## config.mk

```make
export PLATFORM = sky130hd
export DESIGN_NAME = archive_path_hash
export DESIGN_NICKNAME = d
export VERILOG_FILES = /design/src/rtl/core/apath_pkg.sv /design/src/rtl/core/archive_path_hash.sv /design/src/rtl/core/apath_fold.sv /design/src/rtl/core/apath_final.sv
export SDC_FILE = /design/constraint.sdc
export NUM_CORES = 1
export LEC_CHECK = 0
export BUFFER_PORTS_ARGS = -buffer_cell sky130_fd_sc_hd__buf_2
export CORE_MARGIN = 8
export CORE_UTILIZATION = 41
export DETAILED_ROUTE_END_ITERATION = 16
export GPL_TIMING_DRIVEN = 0
export HOLD_SLACK_MARGIN = 0.12
export SYNTH_ARGS = -nofsm -noshare
export SYNTH_HDL_FRONTEND = slang
export SYNTH_HIERARCHICAL = 1
export SYNTH_SLANG_ARGS = --single-unit
```

## constraint.sdc

```tcl
create_clock -name clk_i -period 5.2 [get_ports clk_i]
set_input_delay 1.04 -clock clk_i [delete_from_list [all_inputs] [get_ports clk_i]]
set_output_delay 1.04 -clock clk_i [all_outputs]
set_load 0.005 [all_outputs]
```

## src/rtl/core/apath_pkg.sv

```systemverilog
// Shared types, constants and hash helpers for the archive path hash block.
`timescale 1ns / 1ps
package apath_pkg;

  localparam logic [7:0] SlashChar     = 8'h2F;
  localparam logic [7:0] BackslashChar = 8'h5C;
  localparam logic [7:0] DotChar       = 8'h2E;
  localparam logic [7:0] UpperA        = 8'h41;
  localparam logic [7:0] UpperZ        = 8'h5A;
  localparam logic [7:0] CaseOffset    = 8'h20;

  localparam logic [31:0] ExtKf  = 32'h002E_6B66;
  localparam logic [31:0] ExtNif = 32'h2E6E_6966;
  localparam logic [31:0] ExtDds = 32'h2E64_6473;
  localparam logic [31:0] ExtWav = 32'h2E77_6176;

  localparam logic [31:0] FlagKf  = 32'h0000_0080;
  localparam logic [31:0] FlagNif = 32'h0000_8000;
  localparam logic [31:0] FlagDds = 32'h0000_8080;
  localparam logic [31:0] FlagWav = 32'h8000_0000;

  localparam logic [2:0] ExtLenMax  = 3'd5;
  localparam logic [2:0] ExtHeadLen = 3'd4;
  localparam logic [1:0] EarlyMax   = 2'd3;

  typedef struct packed {
    logic [7:0] char_byte;
    logic       path_kind;
    logic       first_item;
    logic       no_char;
  } apath_item_t;

  typedef struct packed {
    logic        kind;
    logic [15:0] byte_count;
    logic [7:0]  first_byte;
    logic [7:0]  dly0;
    logic [7:0]  dly1;
    logic [31:0] stem_hash;
    logic [31:0] ext_hash;
    logic [31:0] ext_head;
    logic [2:0]  ext_len;
    logic        dot_seen;
    logic [31:0] snap_stem;
    logic [15:0] snap_tail;
    logic [15:0] snap_len;
    logic        snap_valid;
    logic [1:0]  early;
  } apath_state_t;

  // h * 65599 + c, with 65599 = 2^16 + 2^6 - 1
  function automatic logic [31:0] sdbm_step(logic [31:0] h, logic [7:0] c);
    sdbm_step = (h << 16) + (h << 6) - h + {24'd0, c};
  endfunction

  // Last one or two bytes of the path so far, packed as the low half-word
  function automatic logic [15:0] tail_bytes(logic [1:0] early, logic [7:0] d0,
                                             logic [7:0] d1);
    if (early == 2'd0) begin
      tail_bytes = 16'd0;
    end else if (early < EarlyMax) begin
      tail_bytes = {8'd0, d0};
    end else begin
      tail_bytes = {d1, d0};
    end
  endfunction

endpackage

```

## src/rtl/core/archive_path_hash.sv

```systemverilog
// Top level of the archive path hash: request register, path state, result register.
`timescale 1ns / 1ps
// Takes one path byte per request and returns the 64-bit archive hash once the byte
// flagged last_item is accepted and has passed through the input register, the running
// path state and the result register. A request moves from the input register into the
// running path state, so the block sustains one byte per clock while out_ready_i does
// not hold it back; the hash is assembled from the finished state and registered while
// the next path already folds in. Only out_ready_i low holds the pipe back: a
// finished path waits for the result register before the next byte may enter the state.
module archive_path_hash (
  input  logic        clk_i,
  input  logic        rst_ni,
  input  logic        in_valid_i,
  output logic        in_ready_o,
  input  logic [7:0]  char_byte_i,
  input  logic        path_kind_i,
  input  logic        first_item_i,
  input  logic        last_item_i,
  input  logic        no_char_i,
  output logic        out_valid_o,
  input  logic        out_ready_i,
  output logic [63:0] path_hash_o
);
  import apath_pkg::*;

  apath_item_t  item_q;
  logic         last_q;
  logic         valid_q;
  logic         pending_q;
  logic         adv;
  logic         load;
  apath_state_t state;

  // hold the state while a finished path has not yet moved to the result register
  assign adv        = valid_q && (!pending_q || load);
  assign in_ready_o = !valid_q || adv;

  always_ff @(posedge clk_i or negedge rst_ni) begin
    if (!rst_ni) begin
      valid_q   <= 1'b0;
      pending_q <= 1'b0;
    end else begin
      if (in_ready_o) begin
        valid_q <= in_valid_i;
      end
      if (adv) begin
        pending_q <= last_q;
      end else if (load) begin
        pending_q <= 1'b0;
      end
    end
  end

  always_ff @(posedge clk_i) begin
    if (in_ready_o && in_valid_i) begin
      item_q <= '{char_byte: char_byte_i, path_kind: path_kind_i,
                  first_item: first_item_i, no_char: no_char_i};
      last_q <= last_item_i;
    end
  end

  apath_fold u_fold (
    .clk_i   (clk_i),
    .rst_ni  (rst_ni),
    .adv_i   (adv),
    .item_i  (item_q),
    .state_o (state)
  );

  apath_final u_final (
    .clk_i       (clk_i),
    .rst_ni      (rst_ni),
    .pending_i   (pending_q),
    .state_i     (state),
    .out_ready_i (out_ready_i),
    .load_o      (load),
    .out_valid_o (out_valid_o),
    .path_hash_o (path_hash_o)
  );

  a_state_held : assert property (@(posedge clk_i) disable iff (!rst_ni)
    pending_q && !load |-> !adv)
    else $error("path state advanced over an unfinished hash");

  a_last_pends : assert property (@(posedge clk_i) disable iff (!rst_ni)
    adv && last_q |=> pending_q)
    else $error("last byte did not raise a pending hash");

  a_load_shows : assert property (@(posedge clk_i) disable iff (!rst_ni)
    load |=> out_valid_o)
    else $error("loaded hash not presented");

endmodule

```

## src/rtl/core/apath_fold.sv

```systemverilog
// Running path state: folds the normalized byte of each request that carries one into the hashes.
`timescale 1ns / 1ps
module apath_fold (
  input  logic                  clk_i,
  input  logic                  rst_ni,
  input  logic                  adv_i,
  input  apath_pkg::apath_item_t item_i,
  output apath_pkg::apath_state_t state_o
);
  import apath_pkg::*;

  apath_state_t state_q, state_d;
  logic [7:0]   c;

  always_comb begin
    state_d = state_q;
    c       = item_i.char_byte;
    if (c == SlashChar) begin
      c = BackslashChar;
    end else if (c >= UpperA && c <= UpperZ) begin
      c = c + CaseOffset;
    end

    if (item_i.first_item) begin
      state_d      = '0;
      state_d.kind = item_i.path_kind;
    end

    if (!item_i.no_char) begin
      // a dot in a file path restarts the extension and snapshots the stem
      if (state_d.kind && c == DotChar) begin
        state_d.snap_stem = state_d.stem_hash;
        state_d.snap_tail = tail_bytes(state_d.early, state_d.dly0, state_d.dly1);
        state_d.snap_len  = state_d.byte_count;
        state_d.dot_seen  = 1'b1;
        state_d.ext_hash  = '0;
        state_d.ext_head  = '0;
        state_d.ext_len   = '0;
      end
      if (state_d.early == 2'd0) begin
        state_d.first_byte = c;
      end
      if (state_d.early == EarlyMax) begin
        state_d.stem_hash = sdbm_step(state_d.stem_hash, state_d.dly1);
      end
      state_d.dly1       = state_d.dly0;
      state_d.dly0       = c;
      state_d.byte_count = state_d.byte_count + 16'd1;
      if (state_d.early < EarlyMax) begin
        state_d.early = state_d.early + 2'd1;
      end

      if (state_d.kind && state_d.dot_seen) begin
        state_d.ext_hash = sdbm_step(state_d.ext_hash, c);
        if (state_d.ext_len < ExtHeadLen) begin
          state_d.ext_head = {state_d.ext_head[23:0], c};
        end
        if (state_d.ext_len < ExtLenMax) begin
          state_d.ext_len = state_d.ext_len + 3'd1;
        end
      end
      // folder paths snapshot on every non-separator byte to drop trailing ones
      if (!state_d.kind && c != BackslashChar) begin
        state_d.snap_stem  = state_d.stem_hash;
        state_d.snap_tail  = tail_bytes(state_d.early, state_d.dly0, state_d.dly1);
        state_d.snap_len   = state_d.byte_count;
        state_d.snap_valid = 1'b1;
      end
    end
  end

  always_ff @(posedge clk_i or negedge rst_ni) begin
    if (!rst_ni) begin
      state_q <= '0;
    end else if (adv_i) begin
      state_q <= state_d;
    end
  end

  assign state_o = state_q;

endmodule

```

## src/rtl/core/apath_final.sv

```systemverilog
// Hash assembly from the finished path state and the result register.
`timescale 1ns / 1ps
module apath_final (
  input  logic                   clk_i,
  input  logic                   rst_ni,
  input  logic                   pending_i,
  input  apath_pkg::apath_state_t state_i,
  input  logic                   out_ready_i,
  output logic                   load_o,
  output logic                   out_valid_o,
  output logic [63:0]            path_hash_o
);
  import apath_pkg::*;

  logic [31:0] upper, lower, flags;
  logic [63:0] hash_d;
  logic [63:0] hash_q;
  logic        valid_q;

  always_comb begin
    flags = '0;
    if (state_i.ext_len == 3'd3 && state_i.ext_head == ExtKf) begin
      flags = FlagKf;
    end else if (state_i.ext_len == ExtHeadLen && state_i.ext_head == ExtNif) begin
      flags = FlagNif;
    end else if (state_i.ext_len == ExtHeadLen && state_i.ext_head == ExtDds) begin
      flags = FlagDds;
    end else if (state_i.ext_len == ExtHeadLen && state_i.ext_head == ExtWav) begin
      flags = FlagWav;
    end

    upper = state_i.snap_stem;
    // the first byte overlaps the high half of the length field
    lower = {state_i.snap_len, state_i.snap_tail} | {state_i.first_byte, 24'd0};
    if (state_i.kind && !state_i.dot_seen) begin
      upper = state_i.stem_hash;
      lower = {state_i.byte_count,
               tail_bytes(state_i.early, state_i.dly0, state_i.dly1)} |
              {state_i.first_byte, 24'd0};
    end else if (state_i.kind) begin
      upper = state_i.snap_stem + state_i.ext_hash;
      lower = lower | flags;
    end

    hash_d = {upper, lower};
    if (!state_i.kind && !state_i.snap_valid) begin
      hash_d = '0;
    end else if (state_i.kind && state_i.early == 2'd0) begin
      hash_d = '0;
    end
  end

  assign load_o = pending_i && (!valid_q || out_ready_i);

  always_ff @(posedge clk_i or negedge rst_ni) begin
    if (!rst_ni) begin
      valid_q <= 1'b0;
    end else if (load_o) begin
      valid_q <= 1'b1;
    end else if (out_ready_i) begin
      valid_q <= 1'b0;
    end
  end

  always_ff @(posedge clk_i) begin
    if (load_o) begin
      hash_q <= hash_d;
    end
  end

  assign out_valid_o = valid_q;
  assign path_hash_o = hash_q;

endmodule

```

; Word level (Yosys, flattened, before mapping)
; Index checks and enable logic that the tools add are counted.
; W data, S select, Z words.
[totals]
regBits = 287
latch_bits = 0
mem_bits_rw = 0
rom_bits = 0
in_bits = 16
output_inout_bits = 66
elab_cells = 118
memories = 0
[op_classes]
add_sub_neg = 11
n_mul = 0
div = 0
n_lt_le_gt_ge = 7
n_eq_ne = 10
n_shift = 0
muxes = 33
n_bitwise = 3
n_reduce_logical = 30
[op_table]
columns = operator, n
row1 = $mux W32, 10
row2 = $mux W132, 2
row3 = $mux W208, 1
row4 = $mux W207, 1
row5 = $mux W16, 7
row6 = $add A32 B32 Y32, 3
row7 = $eq A32 B30 Y1 const B, 3
row8 = $or A32 B32 Y32, 3
row9 = $mux W67, 1
row10 = $mux W65, 1
row11 = $add A32 B8 Y32, 2
row12 = $sub A32 B32 Y32, 2
row13 = $eq A32 B22 Y1 const B, 1
row14 = $mux W8, 3
row15 = $add A16 B1 Y16 const B, 1
row16 = $eq A8 B6 Y1 const B, 2
row17 = $logic_and A1 B1 Y1, 14
row18 = $add A8 B6 Y8 const B, 1
row19 = $ge A8 B7 Y1 const B, 1
row20 = $le A8 B7 Y1 const B, 1
row21 = $ne A8 B7 Y1 const B, 1
row22 = $logic_not A1 Y1, 7
row23 = $logic_not A2 Y1, 3
row24 = $lt A2 B2 Y1 const B, 3
row25 = 12 further kinds, 20

; Longest topological paths before layout
[depth]
depth_word = 13
mapped_depth = 22
mapped_depth_nobuf = 19

; Hierarchy
; The synthesis kept the hierarchy.
[by_module_without_submodules]
columns = mod, n_inst, cells_per_inst, area_each_um2, seq_area_each_um2
row1 = apath_fold, 1, 1611, 14054.7, 5205.0
row2 = apath_final, 1, 542, 4946.0, 1946.9
row3 = archive_path_hash, 1, 21, 465.4, 410.4

; Worst setup path before layout
; Ideal clock, no wire load.
[synth_timing]
path_type = register -> register
startpoint = register item_q[1] (netlist bit)
endpoint = register u_fold.state_q (netlist bit u_fold/state_o[124])
setup_ns = 0.121
arrival_ns = 4.923
required_ns = 5.079
slack_ns = 0.156
stages_incl_launch_ff = 20
path_buffers = 2
period_less_slack_ns = 5.044
path_cell_list = edfxtp_1 -> buf_4 -> mux2i_1 -> or4b_2 -> nor3_1 -> nor2_1 -> clkbuf_1 -> nand2_1 -> ha_1 -> ha_1 -> fa_1 -> a211oi_1 -> o21ai_0 -> a31oi_1 -> o211a_1 -> o211a_1 -> nor2b_1 -> a31o_2 -> xor2_1 -> a22o_1
[synth_between]
elab_chain_len = 9
elab_cells_between_ends = 10
classes_between = 3 x add/sub / 5 x mux / 2 x reduce/logical
[synth_lines]
columns = element, line
row1 = "start, declared", archive_path_hash.sv:26  ; apath_item_t item_q;
row2 = "start signal, assigned", archive_path_hash.sv:56  ; item_q <= '{char_byte: char_byte_i, path_kind: path_kind_i,
row3 = $mux W208 (*), apath_fold.sv:24  ; if (item_i.first_item) begin
row4 = $logic_and A1 B1 Y1, apath_fold.sv:31  ; if (state_d.kind && c == DotChar) begin
row5 = $mux W132, apath_fold.sv:31
row6 = $mux W132, apath_fold.sv:29  ; if (!item_i.no_char) begin
row7 = $add A32 B32 Y32, apath_pkg.sv:53  ; sdbm_step = (h << 16) + (h << 6) - h + {24'd0, c};
row8 = $sub A32 B32 Y32, apath_pkg.sv:53
row9 = $add A32 B8 Y32, apath_pkg.sv:53
row10 = $mux W67, apath_fold.sv:53  ; if (state_d.kind && state_d.dot_seen) begin
row11 = $mux W207 (*), apath_fold.sv:29
row12 = "end signal, assigned", apath_fold.sv:76  ; state_q <= state_d;
row13 = "end, declared", apath_fold.sv:12  ; apath_state_t state_q, state_d;
; Every way passes the cells marked *; elsewhere a longest branch is shown, timed or not. The select of a mux whose other input is x is not followed.
; A chain may end at the register's enable or synchronous reset.

; Worst setup path in the final report
[layout_timing]
startpoint = register item_q[1] (netlist bit)
endpoint = register u_fold.state_q (netlist bit u_fold/state_o[55])
[layout_between]
elab_chain_len = 7
elab_cells_between_ends = 13
classes_between = 3 x add/sub / 1 x eq/ne / 6 x mux / 3 x reduce/logical
[layout_lines]
columns = element, line
row1 = $mux W208 (*), apath_fold.sv:24
row2 = $add A32 B32 Y32, apath_pkg.sv:53
row3 = $sub A32 B32 Y32, apath_pkg.sv:53
row4 = $add A32 B8 Y32, apath_pkg.sv:53
row5 = $mux W32, apath_fold.sv:43  ; if (state_d.early == EarlyMax) begin
row6 = $mux W65, apath_fold.sv:63  ; if (!state_d.kind && c != BackslashChar) begin
row7 = $mux W207 (*), apath_fold.sv:29
; Marked as above.

==> flow_metrics.py <==
metrics = {
    "routing": {
        "top_layer_used": "met4",
        "viasPerCell": 6.006,
        "firstDrtPassIters": 8,
        "finalWirelength_um": 69740,
        "avgRoutedWirePerCell_um": 23.66,
        "vias": 17710,
        "met1_length_um": 29550,
        "wl_met3_um": 5416,
        "drc": 0,
        "drtIter0Drc": 2037,
        "ant_nets": 0,
        "wl_met2_um": 31360,
    },
    "critical_path": {
        "critPathArrivalTime_ps": 5570,
        "cp-end-kind": "flip-flop",
        "path_cells": "buf_4, clkinvlp_4, clkbuf_4, buf_2, nand2_1, ha_1, ha_1, a21o_1, a21oi_1, o21ai_1, o31ai_2, o21ai_1, a31oi_1, a21oi_1, xnor2_1, o21ai_0",
        "critPathRequiredTime_ps": 5610,
        "cp_max_fo": 13,
        "start_kind": "flip-flop",
        "slowest_delay_ps": 500,
        "worstSetupPathType": "flip-flop to flip-flop",
        "crit_slowest_cell": "a31oi_1",
    },
    "power_and_ir_drop": {
        "power.internal_mw": 6.639,
        "leakage_nw": 10.04,
        "pwr-share-comb_pct": 51.0,
        "pwr_density_cell_nw_per_um2": 554.2,
        "p_sw_mw": 5.712,
        "pwr-share-clk_pct": 21.5,
        "irDropWorstVdd_uv": 310.5,
        "power_mw": 12.35,
        "swShare_pct": 46.25,
        "seqPwrFrac_pct": 27.5,
    },
    "logic_synthesis": {
        "ys_seq_elements": 287,
        "ys_types": 84,
        "synth_common_cells": "nand2_1 (287), dfrtp_1 (211), o21ai_0 (195)",
        "netlist_top_cells_area": "dfrtp_1 (27%), edfxtp_1 (12%), ha_1 (7.8%)",
        "synth_top_area_share_pct": 27.12,
        "seq_area_frac_synth_pct": 38.85,
        "synth_most_common_cell": "nand2_1",
        "synthFlopType": "dfrtp_1",
        "synth_nets": 2349,
        "yosys.area.top_type": "dfrtp_1",
        "syn_area_per_cell_um2": 8.954,
        "yosys_warnings": 6,
        "synthArstFlopShare_pct": 73.52,
        "synthCells": 2174,
        "synth_area_um2": 19470,
        "synth_edf_count": 76,
    },
    "timing": {
        "finalClockSkew_ps": 26.09,
        "setup_viol": 0,
        "min_period_over_period_pct": 99.18,
        "fmax_mhz": 193.9,
        "worst_slew_pin_slew_ps": 1247,
        "drv_slew": 0,
        "slew_headroom_pct": 15.81,
        "hold_viol": 0,
        "min_period_ps": 5158,
        "rsz0062_at_grt": "no",
    },
    "floorplan": {
        "initial_core_util_pct": 41.12,
        "dieWidth_um": 233.9,
        "ios": 82,
        "coreArea_um2": 47350,
        "die_y_um": 233.9,
        "rows": 80,
        "die-area_um2": 54710,
    },
    "clock_network": {
        "cts_buffers": 35,
        "ctsRootBufferMaster": "clkbuf_16",
        "cts_tree": "built",
        "path_clk_slew_ps": 60,
        "clockBufferDepth": 3,
        "insertion_delay_ps": 570,
        "cts_max_level": 2,
        "cts_sinks": 287,
    },
    "global_route": {
        "grt_pass1_vias": 17310,
        "antenna_found_initial": 0,
        "grt_use_total_pct": 25.34,
        "grt_pass1_wl_um": 105500,
        "grt_overflow_total": 0,
        "grt_max_degree": 104,
    },
    "run_status": {
        "status": "finished clean",
    },
    "place": {
        "post_dp_cell_area_um2": 20740,
        "port_buffers": 81,
        "hpwl_um": 53370,
        "gp_congestion": 0.9829,
    },
    "final_layout": {
        "areaGrowthSynthToFinish_pct": 14.48,
        "final_util_pct": 47.07,
        "layout-drive-gt1-share_pct": 10.42,
        "antenna_cells": 0,
        "stdcell_area_um2": 22280,
        "nets": 2481,
    },
    "min_path": {
        "hold_class": "input pin to asynchronous set/reset pin",
    },
    "job": {
        "max_cap_violations": 0,
    },
}
[cells in the final DEF, fill, tap and decap left out, types with 12 or more instances in the layout]
cell	synthesis	final
and3_1	26	24
nand3_1	58	58
nor3_1	34	33
o21a_1	12	12
clkbuf_16	0	36
a22oi_1	33	33
o21ai_1	9	12
edfxtp_1	76	76
nand2_1	287	284
fa_1	37	36
a21o_1	42	42
a21oi_1	167	163
nor2b_1	30	30
buf_4	5	22
xnor2_1	50	50
o31ai_1	15	12
o21ai_0	195	191
inv_1	145	144
nand4_1	15	15
mux2i_1	36	35
o22ai_1	15	14
nand2b_1	17	17
a211oi_1	22	20
buf_2	8	89
dfrtp_1	211	211
ha_1	122	122
nor2_1	128	127
xor2_1	35	35
o21bai_1	14	14
clkbuf_1	87	83
a22o_1	49	49
a31oi_1	24	22
o211ai_1	12	12
[metal layers]
layer  track usage (%)  vias up
met5                 0        -
met4             12.17        0
met3             4.705      175
met2             40.01      752
met1             33.34     8672
li1                  -     8107
[power groups by stage]
stage          registers, mW  clock network, mW  logic [mW]
3_5_place_dp            3.43                  0        5.87
4_1_cts                 3.39               2.70        6.01
2_1_floorplan           3.30                  0        3.70
5_1_grt                 3.45               2.79        6.70
3_3_place_gp            3.44                  0        5.80
6_report                3.40               2.65        6.30
[flip-flops by register name, indices dropped and copies added (netlist names)]
name                 flops
u_final/out_valid_o      1
u_fold/state_o         208
last_q                   1
item_q                  11
u_final/path_hash_o     64
valid_q                  1
pending_q                1
[stage by stage]
stage | setup slack (ps) | TNS, ps | hold slack (ps) | cells
global placement | -1980 | -389780 | 430.9 | 2870
global route | 24.06 | 0 | 280.9 | 2948
detailed placement | -1234 | -43850 | 440.6 | 2873
floorplan | 156.1 | 0 | 421.9 | 2174
CTS | 0.4095 | 0 | 267.2 | 2940
finish | 42.46 | 0 | 280.3 | 2948
[final timing paths]
kind	slack, ps	end	cells after the start	startpoint
max	40	u_fold/state_o[55]$_DFFE_PN0P_	16	item_q[1]$_DFFE_PP_
max in group asynchronous	3670	u_fold/state_o[127]$_DFFE_PN0P_	3	rst_ni
min in group clk_i	450	pending_q$_DFFE_PN0P_	2	last_q$_DFFE_PP_
min reg2reg	450	pending_q$_DFFE_PN0P_	2	last_q$_DFFE_PP_
min	280	u_fold/state_o[13]$_DFFE_PN0P_	1	rst_ni
max reg2reg	40	u_fold/state_o[55]$_DFFE_PN0P_	16	item_q[1]$_DFFE_PP_
[area by class of cell]
cell class              instances  area (um^2)
fillers                      4483        25060
flip-flops and latches        287         7562
multi-input cells            1630        11080
repair buffers                100        618.1
clock inverters                18        264.0
plain buffers                 107        473.0
well taps                     615        769.5
inverters                     145        548.0
clock buffers                  46        968.4
[kinds of logic (layout without fill, tap and decap cells)]
group | after synthesis | in the layout | share of synthesized area, %
compound gates | 687 | 687 | 22.64
simple gates | 660 | 660 | 15.83
flops | 287 | 287 | 38.85
buf+inv | 257 | 416 | 5.181
fa+ha+maj | 159 | 159 | 11.65
xor+xnor | 85 | 85 | 3.824
mux | 39 | 39 | 2.025
[repair_timing]
item,in CTS,in global routing
endpoints found under the setup margin,69,36
setup buffers,7,9
resized for setup,34,30
hold endpoints to repair,0,0
hold buffers,0,0
pin swaps,5,5
[critical path: cells and delay by family, from the launching register on]
| kind | cells | cell delay (ps) |
|---|---|---|
| compound gates | 8 | 2110 |
| flops | 1 | 360 |
| xor+xnor | 1 | 460 |
| simple gates | 1 | 240 |
| buf+inv | 4 | 1120 |
| fa+ha+maj | 2 | 680 |
Note: power is estimated with default switching activity, not from simulation.
